[config.mk]
export PLATFORM = sky130hd
export DESIGN_NAME = adi_interp
export DESIGN_NICKNAME = d
export VERILOG_FILES = /design/src/sv/adi_pkg.sv /design/src/sv/adi_interp.sv
export SDC_FILE = /design/constraint.sdc
export NUM_CORES = 2
export LEC_CHECK = 0
export CAP_MARGIN = 20
export CELL_PAD_IN_SITES_DETAIL_PLACEMENT = 0
export CELL_PAD_IN_SITES_GLOBAL_PLACEMENT = 2
export CORE_MARGIN = 2
export CORE_UTILIZATION = 30
export DETAILED_ROUTE_END_ITERATION = 10
export DONT_BUFFER_PORTS = 1
export GPL_ROUTABILITY_DRIVEN = 0
export PLACE_DENSITY_LB_ADDON = 0.1
export SLEW_MARGIN = 0
export SYNTH_ARGS = -nofsm -noshare
export SYNTH_HDL_FRONTEND = slang
export SYNTH_SLANG_ARGS = --single-unit
[constraint.sdc]
create_clock -name i_clk -period 7.96 [get_ports i_clk]
set_input_delay 0.398 -clock i_clk [delete_from_list [all_inputs] [get_ports i_clk]]
set_output_delay 0.398 -clock i_clk [all_outputs]
set_load 0.01 [all_outputs]
[src/sv/adi_pkg.sv]
// Shared constants, types and elaboration-time ROM builders for the density interpolator.
package adi_pkg;

    localparam int TABLE_POINTS = 30;
    localparam int FRAC_BITS    = 15;
    localparam int LOG_BITS     = 30;
    localparam int REF_DEN      = 2688;

    // Field widths
    localparam int ALT_W       = 18;
    localparam int MANT_W      = 16;
    localparam int SHIFT_W     = 5;
    localparam int SEG_W       = 5;
    localparam int IN_TDATA_W  = 24;
    localparam int OUT_TDATA_W = 32;
    localparam int OUT_PAD_W   = OUT_TDATA_W - MANT_W - SHIFT_W - SEG_W;

    // Datapath widths
    localparam int DIST_W     = 14;                 // widest segment is 10000 m
    localparam int NL_W       = FRAC_BITS + SHIFT_W;
    localparam int DN_W       = FRAC_BITS + 2;      // log2 step per segment stays below 4
    localparam int RW_W       = 21;                 // 2^32 / 4000 m rounds under 2^21
    localparam int M1_W       = DN_W + DIST_W;
    localparam int M2_W       = M1_W + RW_W;
    localparam int P_W        = 32;                 // Q1.31 product
    localparam int TAB_BITS   = (FRAC_BITS > 8) ? 8 : FRAC_BITS - 1;
    localparam int TAB_SIZE   = 2 ** TAB_BITS;
    localparam int MUL_STAGES = FRAC_BITS - TAB_BITS;

    localparam logic [MANT_W-1:0] MANT_ONE = MANT_W'(1) << (MANT_W - 1);

    localparam logic [ALT_W-1:0] ALT_M [TABLE_POINTS] = '{
        0, 5000, 10000, 15000, 20000, 25000, 30000, 35000, 40000, 45000,
        50000, 55000, 60000, 64000, 68000, 72000, 76000, 80000, 84000, 88000,
        92000, 96000, 100000, 108000, 114000, 120000, 126000, 132000, 140000, 150000};

    // density = DENS_M * 10^(16 - DENS_D)
    localparam int unsigned DENS_M [TABLE_POINTS] = '{
        2688, 1530, 8590, 4050, 1850, 8330, 3830, 1760, 8310, 4088,
        2130, 1181, 6330, 3930, 2390, 1390, 7720, 4030, 1990, 9480,
        4370, 2070, 1040, 3180, 1430, 6610, 3400, 1910, 9700, 4920};
    localparam int unsigned DENS_D [TABLE_POINTS] = '{
        0, 0, 1, 1, 1, 2, 2, 2, 3, 3, 3, 3, 4, 4, 4, 4, 5, 5, 5, 6,
        6, 6, 6, 7, 7, 8, 8, 8, 9, 9};

    typedef logic [TABLE_POINTS-1:0][NL_W-1:0] t_nl_rom;
    typedef logic [TABLE_POINTS-2:0][DN_W-1:0] t_dn_rom;
    typedef logic [TABLE_POINTS-2:0][RW_W-1:0] t_rw_rom;
    typedef logic [FRAC_BITS:1][P_W-1:0]       t_c_rom;
    typedef logic [TAB_SIZE-1:0][P_W-1:0]      t_p_tab;

    typedef struct packed {
        logic             vld;
        logic             oor;
        logic [SEG_W-1:0] seg;
        logic [NL_W-1:0]  nl;     // -log2(ratio), Q.FRAC_BITS
    } t_nl_item;

    typedef struct packed {
        logic [MANT_W-1:0]  mant;
        logic [SHIFT_W-1:0] shift;
        logic [SEG_W-1:0]   seg;
        logic               oor;
    } t_result;

    function automatic logic [63:0] isqrt64(input logic [63:0] n_in);
        logic [63:0] n;
        logic [63:0] res;
        logic [63:0] bit_v;
        n     = n_in;
        res   = '0;
        bit_v = 64'h1 << 62;
        while (bit_v > n) bit_v = bit_v >> 2;
        while (bit_v != 0) begin
            if (n >= res + bit_v) begin
                n   = n - (res + bit_v);
                res = (res >> 1) + bit_v;
            end else begin
                res = res >> 1;
            end
            bit_v = bit_v >> 2;
        end
        return res;
    endfunction

    // restoring shift-subtract quotient
    function automatic logic [63:0] udiv64(input logic [63:0] num, input logic [63:0] den);
        logic [63:0] q;
        logic [63:0] rem;
        q   = '0;
        rem = '0;
        for (int i = 63; i >= 0; i--) begin
            rem = {rem[62:0], num[i]};
            if (rem >= den) begin
                rem  = rem - den;
                q[i] = 1'b1;
            end
        end
        return q;
    endfunction

    // log2(num/den) in Q.FRAC_BITS, num >= den > 0
    function automatic logic [63:0] log2_ratio(input logic [63:0] num, input logic [63:0] den);
        int          k;
        logic [63:0] d;
        logic [63:0] rem;
        logic [63:0] x;
        logic [63:0] acc;
        logic [63:0] v;
        k = 0;
        while (k < 62 && ((den << (k + 1)) <= num)) k++;
        d   = den << k;
        rem = num - d;
        x   = 64'h1;
        for (int b = 0; b < 31; b++) begin
            rem = rem << 1;
            x   = x << 1;
            if (rem >= d) begin
                rem = rem - d;
                x   = x | 64'h1;
            end
        end
        acc = '0;
        for (int b = 0; b < LOG_BITS; b++) begin
            x   = (x * x) >> 31;
            acc = acc << 1;
            if (x >= (64'h1 << 32)) begin
                acc = acc | 64'h1;
                x   = x >> 1;
            end
        end
        v = (64'(k) << LOG_BITS) | acc;
        return (v + (64'h1 << (LOG_BITS - FRAC_BITS - 1))) >> (LOG_BITS - FRAC_BITS);
    endfunction

    function automatic t_nl_rom calc_nl();
        t_nl_rom     r;
        logic [63:0] num;
        logic [63:0] v;
        for (int i = 0; i < TABLE_POINTS; i++) begin
            num = 64'(REF_DEN);
            for (int j = 0; j < int'(DENS_D[i]); j++) num = num * 64'd10;
            v    = log2_ratio(num, 64'(DENS_M[i]));
            r[i] = v[NL_W-1:0];
        end
        return r;
    endfunction

    function automatic t_dn_rom calc_dn();
        t_nl_rom nl;
        t_dn_rom r;
        nl = calc_nl();
        for (int i = 0; i < TABLE_POINTS - 1; i++) r[i] = DN_W'(nl[i+1] - nl[i]);
        return r;
    endfunction

    function automatic t_rw_rom calc_rw();
        t_rw_rom     r;
        logic [63:0] w;
        logic [63:0] q;
        for (int i = 0; i < TABLE_POINTS - 1; i++) begin
            w    = 64'(ALT_M[i+1] - ALT_M[i]);
            q    = udiv64((64'h1 << 32) + (w >> 1), w);
            r[i] = q[RW_W-1:0];
        end
        return r;
    endfunction

    // c[k] = 2^(2^-k) in Q1.31
    function automatic t_c_rom calc_c();
        t_c_rom      r;
        logic [63:0] c;
        c = 64'h1 << 32;
        for (int k = 1; k <= FRAC_BITS; k++) begin
            c    = isqrt64(c << 31);
            r[k] = c[P_W-1:0];
        end
        return r;
    endfunction

    // product chain for the top TAB_BITS bits of g, starting from 1.0
    function automatic t_p_tab calc_p_tab();
        t_c_rom      c;
        t_p_tab      r;
        logic [63:0] p;
        c = calc_c();
        for (int idx = 0; idx < TAB_SIZE; idx++) begin
            p = 64'h1 << 31;
            for (int k = 1; k <= TAB_BITS; k++) begin
                if (((idx >> (TAB_BITS - k)) & 1) != 0)
                    p = (p * 64'(c[k]) + (64'h1 << 30)) >> 31;
            end
            r[idx] = p[P_W-1:0];
        end
        return r;
    endfunction

    localparam t_nl_rom NL_ROM = calc_nl();
    localparam t_dn_rom DN_ROM = calc_dn();
    localparam t_rw_rom RW_ROM = calc_rw();
    localparam t_c_rom  C_ROM  = calc_c();
    localparam t_p_tab  P_TAB  = calc_p_tab();

    localparam logic [2*P_W-1:0] HALF_Q31 = (2*P_W)'(1) << (P_W - 2);
    localparam logic [M2_W:0]    HALF_Q32 = (M2_W+1)'(1) << 31;

endpackage

[src/sv/adi_interp.sv]
// Segment search and log-domain linear interpolation, five register stages.
module adi_interp (
    input  logic                        i_clk,
    input  logic                        i_rst_n,
    input  logic                        i_en,
    input  logic                        i_vld,
    input  logic [adi_pkg::ALT_W-1:0]   i_alt,
    output adi_pkg::t_nl_item           o_item
);
    import adi_pkg::*;

    // stage A: segment and range
    logic             r_a_vld, r_a_oor;
    logic [ALT_W-1:0] r_a_alt;
    logic [SEG_W-1:0] r_a_seg, n_a_seg;
    logic             n_a_oor;

    always_comb begin
        n_a_oor = i_alt > ALT_M[TABLE_POINTS-1];
        n_a_seg = '0;
        for (int i = 1; i < TABLE_POINTS - 1; i++) begin
            if (ALT_M[i] <= i_alt) n_a_seg = SEG_W'(i);
        end
    end

    // stage B: offset into segment and ROM reads
    logic              r_b_vld, r_b_oor;
    logic [SEG_W-1:0]  r_b_seg;
    logic [DIST_W-1:0] r_b_dist, n_b_dist;
    logic [NL_W-1:0]   r_b_nl0;
    logic [DN_W-1:0]   r_b_dn;
    logic [RW_W-1:0]   r_b_rw;

    assign n_b_dist = DIST_W'(r_a_alt - ALT_M[r_a_seg]);

    // stage C: dn * dist
    logic              r_c_vld, r_c_oor;
    logic [SEG_W-1:0]  r_c_seg;
    logic [NL_W-1:0]   r_c_nl0;
    logic [RW_W-1:0]   r_c_rw;
    logic [M1_W-1:0]   r_c_m1, n_c_m1;

    assign n_c_m1 = M1_W'(r_b_dn) * M1_W'(r_b_dist);

    // stage D: times reciprocal width
    logic              r_d_vld, r_d_oor;
    logic [SEG_W-1:0]  r_d_seg;
    logic [NL_W-1:0]   r_d_nl0;
    logic [M2_W-1:0]   r_d_m2, n_d_m2;

    assign n_d_m2 = M2_W'(r_c_m1) * M2_W'(r_c_rw);

    // stage E: round and add base
    logic              r_e_vld, r_e_oor;
    logic [SEG_W-1:0]  r_e_seg;
    logic [NL_W-1:0]   r_e_nl, n_e_nl;
    logic [M2_W:0]     rnd_sum;

    assign rnd_sum = {1'b0, r_d_m2} + HALF_Q32;
    assign n_e_nl  = r_d_nl0 + NL_W'(rnd_sum[M2_W:32]);

    always_ff @(posedge i_clk) begin
        if (!i_rst_n) begin
            r_a_vld <= 1'b0;
            r_b_vld <= 1'b0;
            r_c_vld <= 1'b0;
            r_d_vld <= 1'b0;
            r_e_vld <= 1'b0;
        end else if (i_en) begin
            r_a_vld <= i_vld;
            r_b_vld <= r_a_vld;
            r_c_vld <= r_b_vld;
            r_d_vld <= r_c_vld;
            r_e_vld <= r_d_vld;
        end
    end

    always_ff @(posedge i_clk) begin
        if (i_en) begin
            r_a_alt  <= i_alt;
            r_a_seg  <= n_a_seg;
            r_a_oor  <= n_a_oor;

            r_b_seg  <= r_a_seg;
            r_b_oor  <= r_a_oor;
            r_b_dist <= n_b_dist;
            r_b_nl0  <= NL_ROM[r_a_seg];
            r_b_dn   <= DN_ROM[r_a_seg];
            r_b_rw   <= RW_ROM[r_a_seg];

            r_c_seg  <= r_b_seg;
            r_c_oor  <= r_b_oor;
            r_c_nl0  <= r_b_nl0;
            r_c_rw   <= r_b_rw;
            r_c_m1   <= n_c_m1;

            r_d_seg  <= r_c_seg;
            r_d_oor  <= r_c_oor;
            r_d_nl0  <= r_c_nl0;
            r_d_m2   <= n_d_m2;

            r_e_seg  <= r_d_seg;
            r_e_oor  <= r_d_oor;
            r_e_nl   <= n_e_nl;
        end
    end

    assign o_item.vld = r_e_vld;
    assign o_item.oor = r_e_oor;
    assign o_item.seg = r_e_seg;
    assign o_item.nl  = r_e_nl;

endmodule

[Word-level counts from Yosys, hierarchy flattened]
Memory sizes are Yosys's and may differ from the RTL's. A register that Yosys moved wholly into a read port is not among the register bits.
Index checks and enable logic that the tools add are counted.
Cells by class
  add/sub/neg operators: 3
  multipliers: 2
  order comparisons: 30
  muxes and demuxes: 29
  bitwise operators: 1
  reductions and logical operators: 2
Operator list (count)
  $le A17 B18 Y1 const A: 13
  $le A16 B18 Y1 const A: 7
  $mux W5: 14
  $le A15 B18 Y1 const A: 3
  $add A52 B32 Y52 const B: 1
  $mul A31 B21 Y52: 1
  $le A14 B18 Y1 const A: 2
  $le A18 B18 Y1 const A: 2
  $mux W4: 8
  $mul A17 B14 Y31: 1
  $mux W14: 2
  $add A20 B20 Y20: 1
  $gt A18 B18 Y1 const B: 1
  $le A13 B18 Y1 const A: 1
  $sub A14 B14 Y14: 1
  $reduce_or A13 Y1: 1
  $mux W3: 4
  $ge A6 B6 Y1 const B: 1
  $not A5 Y6: 1
  $reduce_or A5 Y1: 1
  $mux W1: 1
Storage, ports and cells
  register bits after elaboration: 227
  bits in read-only memories: 2432
  bits of input ports: 22
  logic and storage cells: 96
  memories: 4
Memories
  (no name shown): depth 32, bits a word 21, rd ports 1, clocked after Yosys merged registers in 1, write ports 0, RTL line adi_interp.sv:89  | r_b_rw <= RW_ROM[r_a_seg];
  (no name shown): depth 32, bits a word 20, rd ports 1, clocked after Yosys merged registers in 1, write ports 0, RTL line adi_interp.sv:87  | r_b_nl0 <= NL_ROM[r_a_seg];
  (no name shown): depth 32, bits a word 18, rd ports 1, clocked after Yosys merged registers in 0, write ports 0, RTL line adi_interp.sv:34  | assign n_b_dist = DIST_W'(r_a_alt - ALT_M[r_a_seg]);
  (no name shown): depth 32, bits a word 17, rd ports 1, clocked after Yosys merged registers in 1, write ports 0, RTL line adi_interp.sv:88  | r_b_dn <= DN_ROM[r_a_seg];

[Logic depth before layout (Yosys ltp)]
  word-level depth: 28
  gate-level depth with buffers: 27
  mapped depth without buffers: 25

[Least setup slack after synthesis]
No wires, ideal clock.
  path kind: flip-flop to flip-flop
  start point: register r_c_rw[11]
  end point: register r_d_m2[47] (data pin)
  setup time: 258 ps
  arrival time: 7009 ps
  data required time: 7702 ps
  path slack: 693 ps
  stages on the path, launching flop included: 28
  path buffers: 2
  clock period less this slack: 7267 ps
  cells stage by stage: edfxtp_1 > clkbuf_1 > clkbuf_1 > nand2_1 > fa_1 > inv_1 > fa_1 > inv_1 > fa_1 > inv_1 > fa_1 > inv_1 > fa_1 > inv_1 > fa_1 > inv_1 > fa_1 > inv_1 > ha_1 > a211o_1 > a211oi_1 > a21boi_0 > o2111ai_1 > nand2_1 > o211ai_2 > a311o_1 > a21oi_1 > xnor2_1
Between the ends
  longest elaborated chain between the ends: 1
RTL lines
  start, declared: RTL line adi_interp.sv:40  | logic [RW_W-1:0] r_c_rw;
  start signal, assigned: RTL line adi_interp.sv:94  | r_c_rw <= r_b_rw;
  $mul A31 B21 Y52: RTL line adi_interp.sv:51  | assign n_d_m2 = M2_W'(r_c_m1) * M2_W'(r_c_rw);
  via n_d_m2[47]: RTL line adi_interp.sv:49  | logic [M2_W-1:0] r_d_m2, n_d_m2;
  end signal, assigned: RTL line adi_interp.sv:100  | r_d_m2 <= n_d_m2;
  end, declared: RTL line adi_interp.sv:49
The timed path passes the listed nets, and every way through them passes these cells.
A chain may end at the register's enable or synchronous reset.

[Final worst setup path]
  start point: register r_c_rw[11]
  end point: register r_d_m2[50] (data pin)
The elaborated chain is that of the path after synthesis.

==> flow_summary.toml <==
[floorplan]
start_util_pct = 30.2
fp-row-count = 131
dieHeight_um = 363
core_area_mm2 = 0.128
die-area_mm2 = 0.132
die_w_um = 363
io_pins = 49

[synthesis]
synth_seq_cells = 241
synth_edf_count = 236
synthCells = 3994
synth_top_area_cell = "fa_1"
synth_ff_type = "edfxtp_1"
syn_nets = 5043
syn_area_mm2 = 0.0386
synth_area_leaders = "fa_1, edfxtp_1, ha_1"
yosys_warnings = 0
avgSynthCellArea_um2 = 9.66
synthDistinctLibCells = 83
synth_top_area_share_pct = 37.2
ys_async_sr_fraction_pct = 0
synth_seq_area_share_pct = 18.6

[sta]
drv_slew = 0
fmax_mhz = 132
rsz0062_at_grt = "false"
slew_headroom_pct = 31.9
worst_clock_skew_ns = 0.0411
tns_ns = 0
setup_violations = 0
hold_viol = 0
worst_pin_slew_ns = 1.01
finalCritPeriodShare_pct = 95.2
fin_crit_ns = 7.58

[final_layout]
layout_common_cells = "inv_1, fa_1, nand2_1"
fill_cells = 13300
area_growth_pct = 9.01
antenna_cells = 0
fin_nets = 5016
drive_above_1_share_pct = 4.31
final_common_cell = "inv_1"

[route]
vias = 26900
drc_errors = 0
antenna_left = 0
first_pass_iters = 5
routed_wl_um = 128000
via_per_inst = 4.75
routedWlPerCell_um = 22.6
drtIter0Drc = 2001

[clock_tree]
cts_tree = "built"
htreeDepth = 2
cts_sinks = 241
clk_path_buf_depth = 3
clkTransAtPathRegs_ns = 0.05
cts-buffers-inserted = 34
postCtsSetupBuffers = 0
insertion_delay_ns = 0.59
cts-root-buf = "clkbuf_16"

[global_routing]
grt_max_degree = 223
grt_pass1_wl_um = 194000
gr-total-overflow = 0
grt_pass1_vias = 28800
track_usage_pct = 19.8
antenna_found_initial = 2

[placed_design]
dp_hpwl_um = 104000
io_buffers = 0

[outcome]
run_status = "finished, final reports clean"

[setup_path]
cp.arrival_ns = 7.90
cp_slowest_cell = "fa_1"
crit_type = "flop to flop"
start_kind = "flop"
cp_max_fo = 31
crit_path_end_kind = "flop"
rrSetupSlack_ns = 0.38
slowest_delay_ns = 0.57
worstPathRequired_ns = 8.28

[min_path]
hold_class = "input pin to flop"

[flow_run]
maxCapViolCount = 0
## logic make-up (layout without fill, tap and decap cells)
group,Yosys count,count (layout),share of synthesized area [%]
compound gates,496,496,8.37
xor+xnor,90,90,2.04
fa+ha+maj,1027,1027,47.3
buf+inv,1018,1012,9.94
flops,241,241,18.6
mux,11,11,0.321
simple gates,1111,1111,13.5
## metrics by stage
stage	hold WS [ns]	area, um2	cells	utilization, %	worst slack (ns)
finish	0.115	42100	5650	32.9	0.383
global route	0.0316	42100	5650	32.9	0.0154
CTS	0.00195	42100	5650	32.9	0.269
detailed placement	0.405	40800	5574	31.9	0.298
global placement	0.401	40800	5574	31.9	0.311
floorplan	0.400	38600	3994	-	0.693
## synth_stat cells, drive strengths merged, types with 10 or more instances
cell / n
inv: 843
fa: 717
nand2: 553
ha: 310
and2: 258
edfxtp: 236
clkbuf: 160
a21oi: 142
nor2: 132
o21ai: 121
xnor2: 60
a21o: 43
nand3: 37
xor2: 30
nor3: 25
nor2b: 24
a211oi: 19
a31oi: 18
nand2b: 17
nor4: 17
buf: 14
o21a: 14
and3: 13
o211ai: 12
o21bai: 12
a2111oi: 11
a311oi: 11
nand4: 11
o2111ai: 10
## flip-flops by register name (all words and copies together) (netlist names), 5 cells and up
signal	count
r_c_m1	31
r_d_m2	21
r_b_nl0	20
r_c_nl0	20
r_d_nl0	20
r_e_nl	20
r_b_dn	16
r_b_rw	15
r_c_rw	15
r_a_alt	14
r_b_dist	14
r_a_seg	5
r_b_seg	5
r_c_seg	5
r_d_seg	5
r_e_seg	5
## path summary, 6_finish.rpt
kind         startpoint    endpoint  cells past startpoint
max reg2reg  r_c_rw[11]  r_d_m2[50]                     28
min           i_alt[17]  r_a_seg[2]                      2
max          r_c_rw[11]  r_d_m2[50]                     28
min reg2reg  r_b_rw[14]  r_c_rw[14]                      0
## per-layer routing
layer	track usage, %	vias up	share of wire, %
li1	-	12500	-
met2	30.2	506	44
met4	3.20	0	1.5
met1	29.9	13800	51
met5	0	-	0
met3	2.93	91	4.4
## critical path: cells and delay by family, from the launching register on
family                   cells  cell delay, ns
flip-flops                   1            0.37
AO/OA/AOI/OAI                6            1.48
XOR/XNOR                     1            0.13
adder cells (fa/ha/maj)      8            3.90
buffers and inverters       11            1.06
AND/OR/NAND/NOR              2            0.34
## what timing repair did
item	in CTS	in global routing
resized for setup	0	1
hold buffers	19	0
setup endpoints to repair	0	2
hold endpoints to repair	32	0
## layout make-up
type	instances	area, um2	share of cell area, %
clock inverter	21	236	0.562
timing repair buffer	111	947	2.25
tap	1662	2080	4.94
clock buffer	36	880	2.09
sequential	241	7190	17.1
multi-input combinational	2735	27600	65.5
inverter	844	3170	7.53
Power is left out: the tool's default activity adds up to more than one toggle a clock period on the data nets, which glitch-free logic cannot reach.
